**src/shk_pkg.sv**
```systemverilog
// ----------------------------------------------------------------------------
// Shake detector package
// Item types, register indexes, reset values and sequencer states shared by
// the shake detector modules.
// ----------------------------------------------------------------------------
package shk_pkg;

	// Field widths fixed by the item formats.
	localparam int AXIS_W = 16;
	localparam int TIME_W = 32;
	localparam int MAG_W  = 16;
	localparam int CFG_W  = 16;
	localparam int IDX_W  = 2;

	// Default number of low bits used from each axis.
	localparam int SAMPLE_BITS_DEF = 16;
	// Default radicand width: three squares of SAMPLE_BITS_DEF bits.
	localparam int SUM_W_DEF = 2 * SAMPLE_BITS_DEF + 2;

	// Register indexes on the configuration port.
	localparam logic [IDX_W-1:0] REG_THRESHOLD = 2'd0;
	localparam logic [IDX_W-1:0] REG_PERIOD    = 2'd1;
	localparam logic [IDX_W-1:0] REG_COOLDOWN  = 2'd2;

	// Register and state reset values.
	localparam logic [CFG_W-1:0] THRESHOLD_RST = 16'd5734;
	localparam logic [CFG_W-1:0] PERIOD_RST    = 16'd25;
	localparam logic [CFG_W-1:0] COOLDOWN_RST  = 16'd800;
	localparam logic [MAG_W-1:0] PREV_MAG_RST  = 16'd16384;

	// Axis select codes for the squaring pass.
	localparam logic [1:0] AXIS_X = 2'd0;
	localparam logic [1:0] AXIS_Y = 2'd1;
	localparam logic [1:0] AXIS_Z = 2'd2;

	// One input item: a three-axis sample and its timestamp.
	typedef struct packed {
		logic signed [AXIS_W-1:0] accel_x;
		logic signed [AXIS_W-1:0] accel_y;
		logic signed [AXIS_W-1:0] accel_z;
		logic [TIME_W-1:0]        sample_time_ms;
	} sample_t;

	// One result item.
	typedef struct packed {
		logic             sample_taken;
		logic             shake_detected;
		logic [MAG_W-1:0] magnitude;
		logic [MAG_W-1:0] magnitude_change;
	} result_t;

	// Sequencer states.
	typedef enum logic [3:0] {
		ST_IDLE   = 4'b0001,
		ST_SQUARE = 4'b0010,
		ST_ROOT   = 4'b0100,
		ST_FINISH = 4'b1000
	} state_t;

endpackage

```
**src/shake_detector_unit.sv**
```systemverilog
// ----------------------------------------------------------------------------
// Shake detector unit
// Flags shakes from the change of the accelerometer vector magnitude.
// ----------------------------------------------------------------------------
// Usage:
// Input items (in_valid/in_ready, in_item) carry a three-axis sample and a
// millisecond timestamp. Every input item yields exactly one result item on
// out_valid/out_ready, out_item, in order.
// A sample that comes sooner than sample_period_ms after the last taken one
// yields an all-zero result without going through the squarer or the root.
// A taken sample is squared axis by axis on one multiplier, then its magnitude
// is found by the iterative square root at one bit per cycle, then compared
// and stored.
// The block works on one item at a time; in_ready is high only when idle.
// The result sits in an output register, so the next item is accepted while
// a result still waits; if the receiver stalls longer, the finished item
// waits in the last step until the output register is free.
// Configuration writes (cfg_we, cfg_idx, cfg_data) take effect at once; users
// must make them while idle, which the block does not enforce. Reset restores
// the default registers, a previous magnitude of one g and zero timestamps.
// ----------------------------------------------------------------------------
module shake_detector_unit #(
	parameter int SAMPLE_BITS = shk_pkg::SAMPLE_BITS_DEF
) (
	input  logic                      clk,
	input  logic                      arst_n,
	input  logic                      in_valid,
	output logic                      in_ready,
	input  shk_pkg::sample_t          in_item,
	output logic                      out_valid,
	input  logic                      out_ready,
	output shk_pkg::result_t          out_item,
	input  logic                      cfg_we,
	input  logic [shk_pkg::IDX_W-1:0] cfg_idx,
	input  logic [shk_pkg::CFG_W-1:0] cfg_data
);
	import shk_pkg::*;

	localparam int SB     = SAMPLE_BITS;
	localparam int SQ_W   = 2 * SB;
	localparam int SUM_W  = 2 * SB + 2;
	localparam int ROOT_W = SUM_W / 2;

	state_t state_q;

	// Configuration registers.
	logic [CFG_W-1:0] threshold_q;
	logic [CFG_W-1:0] period_q;
	logic [CFG_W-1:0] cooldown_q;

	// Detector state.
	logic [MAG_W-1:0]  prev_mag_q;
	logic [TIME_W-1:0] last_acc_q;
	logic [TIME_W-1:0] last_trig_q;

	// Working registers for the current item.
	sample_t          item_q;
	logic             taken_q;
	logic [1:0]       axis_q;
	logic [SUM_W-1:0] acc_q;

	// Output register.
	logic    out_valid_q;
	result_t out_q;

	logic              accept;
	logic [TIME_W-1:0] since_acc;
	logic [TIME_W-1:0] since_trig;
	logic              gate_pass;
	logic [SB-1:0]     axis_raw;
	logic [SB-1:0]     axis_abs;
	logic [SQ_W-1:0]   sq;
	logic [SUM_W-1:0]  sum_next;
	logic              sqrt_start;
	logic              sqrt_done;
	logic [ROOT_W-1:0] root;
	logic [MAG_W-1:0]  mag;
	logic [MAG_W-1:0]  delta;
	logic              shake;
	logic              out_free;
	logic              out_load;

	assign in_ready = (state_q == ST_IDLE);
	assign accept   = in_valid && in_ready;
	assign out_free = !out_valid_q || out_ready;
	assign out_load = (state_q == ST_FINISH) && out_free;

	// Period gate on wrapping timestamp differences.
	always_comb begin
		since_acc = in_item.sample_time_ms - last_acc_q;
		gate_pass = !(since_acc < TIME_W'(period_q));
	end

	// Shared squarer: absolute value of the selected axis, squared and added.
	always_comb begin
		case (axis_q)
			AXIS_X:  axis_raw = item_q.accel_x[SB-1:0];
			AXIS_Y:  axis_raw = item_q.accel_y[SB-1:0];
			default: axis_raw = item_q.accel_z[SB-1:0];
		endcase
		axis_abs = axis_raw[SB-1] ? (~axis_raw + SB'(1)) : axis_raw;
		sq       = {{SB{1'b0}}, axis_abs} * {{SB{1'b0}}, axis_abs};
		sum_next = acc_q + SUM_W'(sq);
	end

	assign sqrt_start = (state_q == ST_SQUARE) && (axis_q == AXIS_Z);

	shk_sqrt #(
		.IN_W(SUM_W)
	) u_sqrt (
		.clk      (clk),
		.arst_n   (arst_n),
		.start    (sqrt_start),
		.radicand (sum_next),
		.done     (sqrt_done),
		.root     (root)
	);

	// Change of magnitude and the trigger decision for a finished item.
	always_comb begin
		since_trig = item_q.sample_time_ms - last_trig_q;
		mag        = taken_q ? MAG_W'(root) : '0;
		if (!taken_q) begin
			delta = '0;
		end else if (mag >= prev_mag_q) begin
			delta = mag - prev_mag_q;
		end else begin
			delta = prev_mag_q - mag;
		end
		shake = taken_q && (delta > threshold_q) &&
			(since_trig > TIME_W'(cooldown_q));
	end

	// Configuration writes.
	always_ff @(posedge clk or negedge arst_n) begin
		if (!arst_n) begin
			threshold_q <= THRESHOLD_RST;
			period_q    <= PERIOD_RST;
			cooldown_q  <= COOLDOWN_RST;
		end else if (cfg_we) begin
			case (cfg_idx)
				REG_THRESHOLD: threshold_q <= cfg_data;
				REG_PERIOD:    period_q    <= cfg_data;
				REG_COOLDOWN:  cooldown_q  <= cfg_data;
				default: ;
			endcase
		end
	end

	// Sequencer and detector state.
	always_ff @(posedge clk or negedge arst_n) begin
		if (!arst_n) begin
			state_q     <= ST_IDLE;
			prev_mag_q  <= PREV_MAG_RST;
			last_acc_q  <= '0;
			last_trig_q <= '0;
			out_valid_q <= 1'b0;
		end else begin
			if (out_load) begin
				out_valid_q <= 1'b1;
			end else if (out_ready) begin
				out_valid_q <= 1'b0;
			end
			case (state_q)
				ST_IDLE: begin
					if (accept) begin
						state_q <= gate_pass ? ST_SQUARE : ST_FINISH;
					end
				end
				ST_SQUARE: begin
					if (axis_q == AXIS_Z) begin
						state_q <= ST_ROOT;
					end
				end
				ST_ROOT: begin
					if (sqrt_done) begin
						state_q <= ST_FINISH;
					end
				end
				ST_FINISH: begin
					if (out_free) begin
						state_q <= ST_IDLE;
						if (taken_q) begin
							prev_mag_q <= mag;
							last_acc_q <= item_q.sample_time_ms;
						end
						if (shake) begin
							last_trig_q <= item_q.sample_time_ms;
						end
					end
				end
				default: state_q <= ST_IDLE;
			endcase
		end
	end

	// Item registers, accumulator and result payload.
	always_ff @(posedge clk) begin
		if (accept) begin
			item_q  <= in_item;
			taken_q <= gate_pass;
			axis_q  <= AXIS_X;
			acc_q   <= '0;
		end else if (state_q == ST_SQUARE) begin
			axis_q <= axis_q + 2'd1;
			acc_q  <= sum_next;
		end
		if (out_load) begin
			out_q.sample_taken     <= taken_q;
			out_q.shake_detected   <= shake;
			out_q.magnitude        <= mag;
			out_q.magnitude_change <= delta;
		end
	end

	assign out_valid = out_valid_q;
	assign out_item  = out_q;

endmodule

```
**src/shk_sqrt.sv**
```systemverilog
// ----------------------------------------------------------------------------
// Iterative integer square root
// Digit-by-digit restoring square root: one result bit per cycle from one
// shared compare and subtract. Gives the floor of the root.
// ----------------------------------------------------------------------------
module shk_sqrt #(
	parameter int IN_W = shk_pkg::SUM_W_DEF
) (
	input  logic              clk,
	input  logic              arst_n,
	input  logic              start,
	input  logic [IN_W-1:0]   radicand,
	output logic              done,
	output logic [IN_W/2-1:0] root
);
	import shk_pkg::*;

	localparam int ROOT_W = IN_W / 2;
	localparam int REM_W  = ROOT_W + 2;
	localparam int CNT_W  = $clog2(ROOT_W + 1);

	logic [IN_W-1:0]   rad_q;
	logic [REM_W-1:0]  rem_q;
	logic [ROOT_W-1:0] root_q;
	logic [CNT_W-1:0]  cnt_q;
	logic              busy_q;
	logic              done_q;

	logic [REM_W-1:0]  rem_sh;
	logic [REM_W-1:0]  trial;
	logic              fits;

	// Bring down the next pair of radicand bits and try the next root bit.
	always_comb begin
		rem_sh = {rem_q[REM_W-3:0], rad_q[IN_W-1 -: 2]};
		trial  = {root_q, 2'b01};
		fits   = (rem_sh >= trial);
	end

	// Control: busy while the root bits are found, done pulses after the last.
	always_ff @(posedge clk or negedge arst_n) begin
		if (!arst_n) begin
			busy_q <= 1'b0;
			done_q <= 1'b0;
			cnt_q  <= '0;
		end else begin
			done_q <= busy_q && (cnt_q == CNT_W'(1));
			if (start) begin
				busy_q <= 1'b1;
				cnt_q  <= CNT_W'(ROOT_W);
			end else if (busy_q) begin
				cnt_q <= cnt_q - CNT_W'(1);
				if (cnt_q == CNT_W'(1)) begin
					busy_q <= 1'b0;
				end
			end
		end
	end

	// Datapath: radicand shifter, partial remainder and partial root.
	always_ff @(posedge clk) begin
		if (start) begin
			rad_q  <= radicand;
			rem_q  <= '0;
			root_q <= '0;
		end else if (busy_q) begin
			rad_q  <= {rad_q[IN_W-3:0], 2'b00};
			rem_q  <= fits ? (rem_sh - trial) : rem_sh;
			root_q <= {root_q[ROOT_W-2:0], fits};
		end
	end

	assign done = done_q;
	assign root = root_q;

endmodule

```
**config.mk**
```make
export PLATFORM = sky130hd
export DESIGN_NAME = shake_detector_unit
export DESIGN_NICKNAME = d
export VERILOG_FILES = /design/src/shk_pkg.sv /design/src/shake_detector_unit.sv /design/src/shk_sqrt.sv
export SDC_FILE = /design/constraint.sdc
export NUM_CORES = 1
export LEC_CHECK = 0
export BUFFER_PORTS_ARGS = -buffer_cell sky130_fd_sc_hd__buf_2
export CAP_MARGIN = 20
export CORE_MARGIN = 2
export CORE_UTILIZATION = 55
export DETAILED_ROUTE_END_ITERATION = 10
export GPL_ROUTABILITY_DRIVEN = 0
export PLACE_DENSITY = 0.73
export SYNTH_ARGS = -nofsm -noshare
export SYNTH_HDL_FRONTEND = slang
export SYNTH_SLANG_ARGS = --single-unit
```
**constraint.sdc**
```tcl
create_clock -name clk -period 22.1 [get_ports clk]
set_clock_uncertainty 0.05 [all_clocks]
set_input_delay 3.315 -clock clk [delete_from_list [all_inputs] [get_ports clk]]
set_output_delay 3.315 -clock clk [all_outputs]
set_load 0.01 [all_outputs]
```
# Yosys cells after proc, flatten, opt, wreduce, memory -nomap -nowiden
# Cells that the tools add are included.
[word_totals] regBits=359 out_inout_bits=36
[op_classes] n_addsub=9 n_mul=1 n_lt_le_gt_ge=5 eq_ne=13 n_mux=21 bitwise_logic=1 reduce_logical=19
[ops] operator="$mux 34" count=2
[ops] operator="$mux 16" count=4
[ops] operator="$sub 32x32->32" count=2
[ops] operator="$add 34x32->34" count=1
[ops] operator="$gt 32x16->1" count=1
[ops] operator="$lt 32x16->1" count=1
[ops] operator="$mul 16x16->32" count=1
[ops] operator="$pmux 16 s2" count=1
[ops] operator="$sub 16x16->16" count=2
[ops] operator="$mux 4" count=5
[ops] operator="$ge 19x19->1" count=1
[ops] operator="$mux 17" count=1
[ops] operator="$sub 17x17->17" count=1
[ops] operator="$add 16x1->16 const B" count=1
[ops] operator="$ge 16x16->1" count=1
[ops] operator="$gt 16x16->1" count=1
[ops] operator="$not 16->16" count=1
[ops] operator="$pmux 4 s4" count=1
[ops] operator="$mux 5" count=2
[ops] operator="$logic_and 1x1->1" count=6
[ops] operator="$ne 2x1->1 const B" count=3
[ops] operator="$reduce_and 2->1" count=3
[ops] operator="$reduce_and 3->1" count=2
[ops] operator="$eq 5x1->1 const B" count=1
[ops] operator="other kinds (15)" count=24

# Logic depth before layout (Yosys ltp)
[logic_depth] word_depth=8 depth_mapped=39 mapped_depth_nobuf=37

# Modules after synthesis
# From an unflattened synthesis, not the netlist that was laid out.
[hier_totals] cells_unflattened=2985 hier_area_um2=29082.9
[modules_own_cells] module="shake_detector_unit" n_inst=1 cells_each=2589 area_each_um2=24907.6
[modules_own_cells] module="shk_sqrt" n_inst=1 cells_each=396 area_each_um2=4175.3

# Worst setup path before layout
# No wires, ideal clock.
[synth_timing] kind="reg2reg" start="register axis_q[0]" end="register u_sqrt.rad_q[33], data pin" t_arrival_ns=8.402 path_slack_ns=13.389 stages_incl_launch_ff=37 period_less_slack_ns=8.711 cell_sequence="dfxtp_1 -> inv_1 -> ha_1 -> clkbuf_1 -> nor2_2 -> a21o_1 -> buf_2 -> inv_2 -> ha_1 -> nand3_1 -> inv_1 -> and3_1 -> a21oi_1 -> xor2_1 -> clkinv_1 -> nand2_1 -> inv_1 -> ha_1 -> xnor2_1 -> fa_1 -> inv_1 -> fa_1 -> fa_1 -> fa_1 -> inv_1 -> fa_1 -> inv_1 -> ha_1 -> and3_1 -> a221oi_1 -> o32a_1 -> o311a_1 -> nor3_1 -> or4_1 -> nand2_1 -> xnor3_1 -> mux2_2"
[synth_between] elab_chain_len=8
[synth_rtl] item="start: declaration" line="shake_detector_unit.sv:59" source="logic [1:0] axis_q;"
[synth_rtl] item="start signal: assignment" line="shake_detector_unit.sv:205" source="axis_q <= axis_q + 2'd1;"
[synth_rtl] item="$eq 2x1->1 or $logic_not 2->1 (tied branches)" line="shake_detector_unit.sv:96" source="case (axis_q)"
[synth_rtl] item="$pmux 16 s2" line="shake_detector_unit.sv:96"
[synth_rtl] item="$not 16->16" line="shake_detector_unit.sv:101" source="axis_abs = axis_raw[SB-1] ? (~axis_raw + SB'(1)) : axis_raw;"
[synth_rtl] item="$add 16x1->16" line="shake_detector_unit.sv:101"
[synth_rtl] item="$mux 16" line="shake_detector_unit.sv:101"
[synth_rtl] item="$mul 16x16->32" line="shake_detector_unit.sv:102" source="sq = {{SB{1'b0}}, axis_abs} * {{SB{1'b0}}, axis_abs};"
[synth_rtl] item="$add 34x32->34" line="shake_detector_unit.sv:103" source="sum_next = acc_q + SUM_W'(sq);"
[synth_rtl] item="$mux 34 (*)" line="shk_sqrt.sv:62" source="if (start) begin"
[synth_rtl] item="end signal: assignment" line="shk_sqrt.sv:63" source="rad_q <= radicand;"
[synth_rtl] item="end signal: assignment" line="shk_sqrt.sv:67" source="rad_q <= {rad_q[IN_W-3:0], 2'b00};"
[synth_rtl] item="end: declaration" line="shk_sqrt.sv:22" source="logic [IN_W-1:0] rad_q;"
# Every way passes the cells marked *; elsewhere a longest branch is shown, timed or not.
# A chain may end at the register's enable or synchronous reset.

# Worst setup path in the final report
# Same ends and word-level chain as after synthesis.

==> impl.org <==
** Outcome
- The run finished with clean final reports.

** STA
- Number of hold-slack violations in the final timing report :: 0
- The final critical path takes up a little under half of the cycle.
- The total count of max-transition violations in the final report is 0.
- Static timing analysis puts the maximum clock frequency at 95.44 MHz.
- Headroom to the max-slew limit :: between 20% and 30%
- Transition time at the pin with the least slew margin :: 1.152 ns
- Setup repair after global routing missed its margin :: no
- Total Neg Setup Slack :: 0 ns
- Final setup viols :: 0
- The clock period could shrink to 10.48 ns.

** Layout
- Cells with a size suffix above 1 make up 11.49% of the layout.
- The layout has 4387 filler cells.
- Final-stage net count :: 3813
- Post-layout utilization of the core :: a little over 60%
- Area growth from synthesis to final layout :: 9.267%

** CTS
- Deepest clock path buffer count :: 3
- Clk_lat worst skew :: between 0.5 and 0.6 ns
- Post CTS Setup Buffer Count :: 0
- Hold-fix buffers at CTS :: 0
- Post-CTS repair changed the size of 0 cells.
- Clock tree synthesis inserted a total of 41 buffers.
- The clock tree synthesis step divided the H-tree into 2 levels.
- The tree built by TritonCTS fans out to ~360 sinks.
- Clock slew at the register clock pins of the worst setup and hold paths :: 0.06 ns
- TritonCTS built the clock tree.
- CTS placed an instance of sky130_fd_sc_hd__clkbuf_16 at the clock tree root.

** Global route
- Maximum number of pins on one net before global-route repair :: 72
- Number of global-route vias before repair :: 23192
- Global routing finished with a remaining overflow of 0.
- The first global-routing pass estimated around 120000 µm of wire.
- Number of antenna violations at the first check in global routing :: 1
- Global routing used 25.78% of the available tracks across all layers.

** Worst hold path
- In this run the worst hold path is classified as reg2reg.

** Placed design
- IO Port Bufs :: 138
- Detailed placement ended at an HPWL of 54460 µm.

** Synth
- In this run, distinct cell masters in the synthesized netlist total 96.
- Sequential cell area fraction in the yosys report :: 31.90%
- For this run, asynchronously set or reset flops after synthesis account for 39.00%.
- In this run the cell area of the synthesized design comes to between 20000 and 30000 µm².
- Number of enable flip-flop cells after synthesis :: around 150
- Synthesis inferred approximately 360 register bits.
- The Yosys step of the flow raised 0 warnings.
- After technology mapping, the gate count stands at 3131.
- Averaged over all synthesized cells, the footprint is about 9.4 µm².
- In the synthesized netlist the dominant register cell turns out to be sky130_fd_sc_hd__edfxtp_1.

** Routing
- Number of nets still failing antenna checks after routing :: 0
- For this block, the routed nets add up to 70590 µm of wire.
- First-pass DRT Iterations :: 7
- Across all layers, the routed design uses 22704 vias.
- The detailed router finished its first iteration with approximately 1700 violations.
- After detailed routing, the average wire length per cell comes to 17.82 µm.
- After detailed routing, the number of remaining DRC violations is 0.
- Using the TritonRoute via totals, the vias-per-cell ratio works out to 5.732.

** Setup path
- The worst setup path is captured at a flip-flop.
- STA classifies the critical path startpoint as a flip-flop.
- For flop-to-flop paths, the worst setup slack is 11.62 ns.
- STA puts the critical path data required time at 22.38 ns.
- Master of the slowest instance on the critical path :: sky130_fd_sc_hd__nor2_2
- The most numerous cell type found on the critical path is sky130_fd_sc_hd__inv_1.
- Data on the critical path arrives at its endpoint at 10.76 ns.
- On the worst path, the slowest cell contributes a delay of 0.57 ns.
- By startpoint and endpoint, the worst setup path is classified as reg2reg.
- Of all nets on the critical path, the largest fanout is 17.

** Die
- The core region is 52760 µm².
- Floorplan die area :: 55430 µm²
- Chip Width :: 235.4 µm
- Once the floorplan was initialized, standard cells occupied between 50% and 60% of the core.
- Number of rows in the core area :: 84
- Number of top-level pins :: 139
- Die boundary height :: 235.4 µm

** Run
- The tool flagged a number of max-cap violations equal to 0.
## per-stage QoR
stage          hold slack, ns  std cells  setup slack, ns  cell area [µm²]
4_1_cts                0.4129       3958            11.62            32150
6_report               0.4113       3961            11.62            32190
5_1_grt                0.4359       3960            10.95            32190
3_5_place_dp           0.4026       3883            11.61            30760
2_1_floorplan          0.3744       3140            13.39            29490
3_3_place_gp           0.3939       3883            12.11            30760
## logic make-up (layout without fill, tap and decap cells)
kind of cell             count (synthesis)  count (layout)  share of synthesized area [%]
adder cells (fa/ha/maj)                470             470                          25.06
AND/OR/NAND/NOR                        796             796                          12.41
multiplexers                           148             148                          5.853
flip-flops                             359             359                          31.90
XOR/XNOR                               109             109                          3.287
AO/OA/AOI/OAI                          593             593                          12.88
buffers and inverters                  654             786                          8.584
other                                    2              12                        0.02549
## cells in the mapped netlist, types with 9 or more instances
master | instances | share of area, %
sky130_fd_sc_hd__dfstp_2 | 15 | 1.3
sky130_fd_sc_hd__o21a_1 | 17 | 0.43
sky130_fd_sc_hd__or3_1 | 13 | 0.28
sky130_fd_sc_hd__fa_1 | 200 | 14
sky130_fd_sc_hd__o211ai_1 | 20 | 0.51
sky130_fd_sc_hd__inv_1 | 549 | 7.0
sky130_fd_sc_hd__nand2_1 | 345 | 4.4
sky130_fd_sc_hd__nor4_1 | 10 | 0.21
sky130_fd_sc_hd__a21o_1 | 57 | 1.5
sky130_fd_sc_hd__xor2_1 | 40 | 1.2
sky130_fd_sc_hd__nor2b_1 | 14 | 0.30
sky130_fd_sc_hd__dfxtp_1 | 70 | 4.8
sky130_fd_sc_hd__and2_1 | 9 | 0.19
sky130_fd_sc_hd__mux2_2 | 70 | 2.7
sky130_fd_sc_hd__o21ai_0 | 124 | 2.1
sky130_fd_sc_hd__nor3_1 | 42 | 0.71
sky130_fd_sc_hd__xnor2_1 | 68 | 2.0
sky130_fd_sc_hd__dfrtp_1 | 125 | 11
sky130_fd_sc_hd__nand2b_1 | 32 | 0.68
sky130_fd_sc_hd__and3_1 | 19 | 0.40
sky130_fd_sc_hd__buf_2 | 14 | 0.24
sky130_fd_sc_hd__clkbuf_1 | 69 | 0.88
sky130_fd_sc_hd__mux2i_1 | 47 | 1.6
sky130_fd_sc_hd__a31oi_1 | 18 | 0.38
sky130_fd_sc_hd__a21oi_1 | 204 | 3.5
sky130_fd_sc_hd__ha_1 | 270 | 11
sky130_fd_sc_hd__o21bai_1 | 16 | 0.41
sky130_fd_sc_hd__nand4_1 | 34 | 0.72
sky130_fd_sc_hd__a21boi_0 | 9 | 0.23
sky130_fd_sc_hd__a211oi_1 | 22 | 0.56
sky130_fd_sc_hd__nand3_1 | 39 | 0.66
sky130_fd_sc_hd__a22o_1 | 18 | 0.54
sky130_fd_sc_hd__nor2_1 | 189 | 2.4
sky130_fd_sc_hd__mux2_4 | 31 | 1.6
sky130_fd_sc_hd__edfxtp_1 | 149 | 15
## critical path: cells and delay by family, from the launching register on
family / cells / cell delay, ns
AO/OA/AOI/OAI: 6 / 1.46
XOR/XNOR: 2 / 0.69
adder cells (fa/ha/maj): 9 / 4.23
buffers and inverters: 9 / 1.14
flip-flops: 1 / 0.35
multiplexers: 1 / 0.26
AND/OR/NAND/NOR: 7 / 2.04
## cell usage in the layout (no fill, tap or decap), types with 32 or more instances in the layout
| master | netlist | routed |
|---|---|---|
| sky130_fd_sc_hd__inv_1 | 549 | 548 |
| sky130_fd_sc_hd__nand2_1 | 345 | 343 |
| sky130_fd_sc_hd__ha_1 | 270 | 270 |
| sky130_fd_sc_hd__a21oi_1 | 204 | 204 |
| sky130_fd_sc_hd__fa_1 | 200 | 200 |
| sky130_fd_sc_hd__nor2_1 | 189 | 189 |
| sky130_fd_sc_hd__edfxtp_1 | 149 | 149 |
| sky130_fd_sc_hd__buf_2 | 14 | 137 |
| sky130_fd_sc_hd__o21ai_0 | 124 | 124 |
| sky130_fd_sc_hd__dfrtp_1 | 125 | 124 |
| sky130_fd_sc_hd__mux2_2 | 70 | 70 |
| sky130_fd_sc_hd__dfxtp_1 | 70 | 70 |
| sky130_fd_sc_hd__xnor2_1 | 68 | 68 |
| sky130_fd_sc_hd__a21o_1 | 57 | 57 |
| sky130_fd_sc_hd__mux2i_1 | 47 | 47 |
| sky130_fd_sc_hd__nor3_1 | 42 | 42 |
| sky130_fd_sc_hd__clkbuf_16 | 0 | 42 |
| sky130_fd_sc_hd__xor2_1 | 40 | 40 |
| sky130_fd_sc_hd__nand3_1 | 39 | 39 |
| sky130_fd_sc_hd__nand4_1 | 34 | 34 |
| sky130_fd_sc_hd__nand2b_1 | 32 | 32 |
## registers in the layout (all words and copies together) (netlist names), 2 cells and up
name / cells
cooldown_q: 16
state_q: 4
period_q: 16
u_sqrt.cnt_q: 5
u_sqrt.root: 17
last_trig_q: 32
u_sqrt.rad_q: 34
axis_q: 2
acc_q: 34
prev_mag_q: 16
last_acc_q: 32
out_item: 34
threshold_q: 16
item_q: 80
u_sqrt.rem_q: 17
## worst paths after layout
kind,cells after the start,from,to
worst max-delay path,34,axis_q[0],u_sqrt.rad_q[33]
worst min-delay path,2,acc_q[0],acc_q[0]
worst max register to register,34,axis_q[0],u_sqrt.rad_q[33]
worst min register to register,2,acc_q[0],acc_q[0]
max in group asynchronous,2,arst_n,u_sqrt.busy_q
min in group asynchronous,1,arst_n,last_acc_q[3]
## final cells by class
cell class / count / area [µm²] / area share [%]
clock inverters: 24 / 261.5 / 0.8124
clock buffers: 51 / 1135 / 3.525
repair buffers: 152 / 822.0 / 2.554
well taps: 688 / 860.8 / 2.674
inverters: 559 / 2101 / 6.526
diodes: 1 / 2.502 / 0.007774
multi-input cells: 2127 / 17610 / 54.70
flip-flops and latches: 359 / 9399 / 29.20
## routing by layer
| layer | GRT usage (%) | up-vias | share of wire, % |
|---|---|---|---|
| met4 | 7.624 | 0 | 2.6 |
| met3 | 3.799 | 145 | 6.9 |
| met5 | 0 | - | 0 |
| met1 | 34.92 | 11028 | 44 |
| li1 | - | 10692 | - |
| met2 | 43.03 | 839 | 47 |
Power is left out: the tool's default activity adds up to more than one toggle a clock period on the data nets, which glitch-free logic cannot reach.
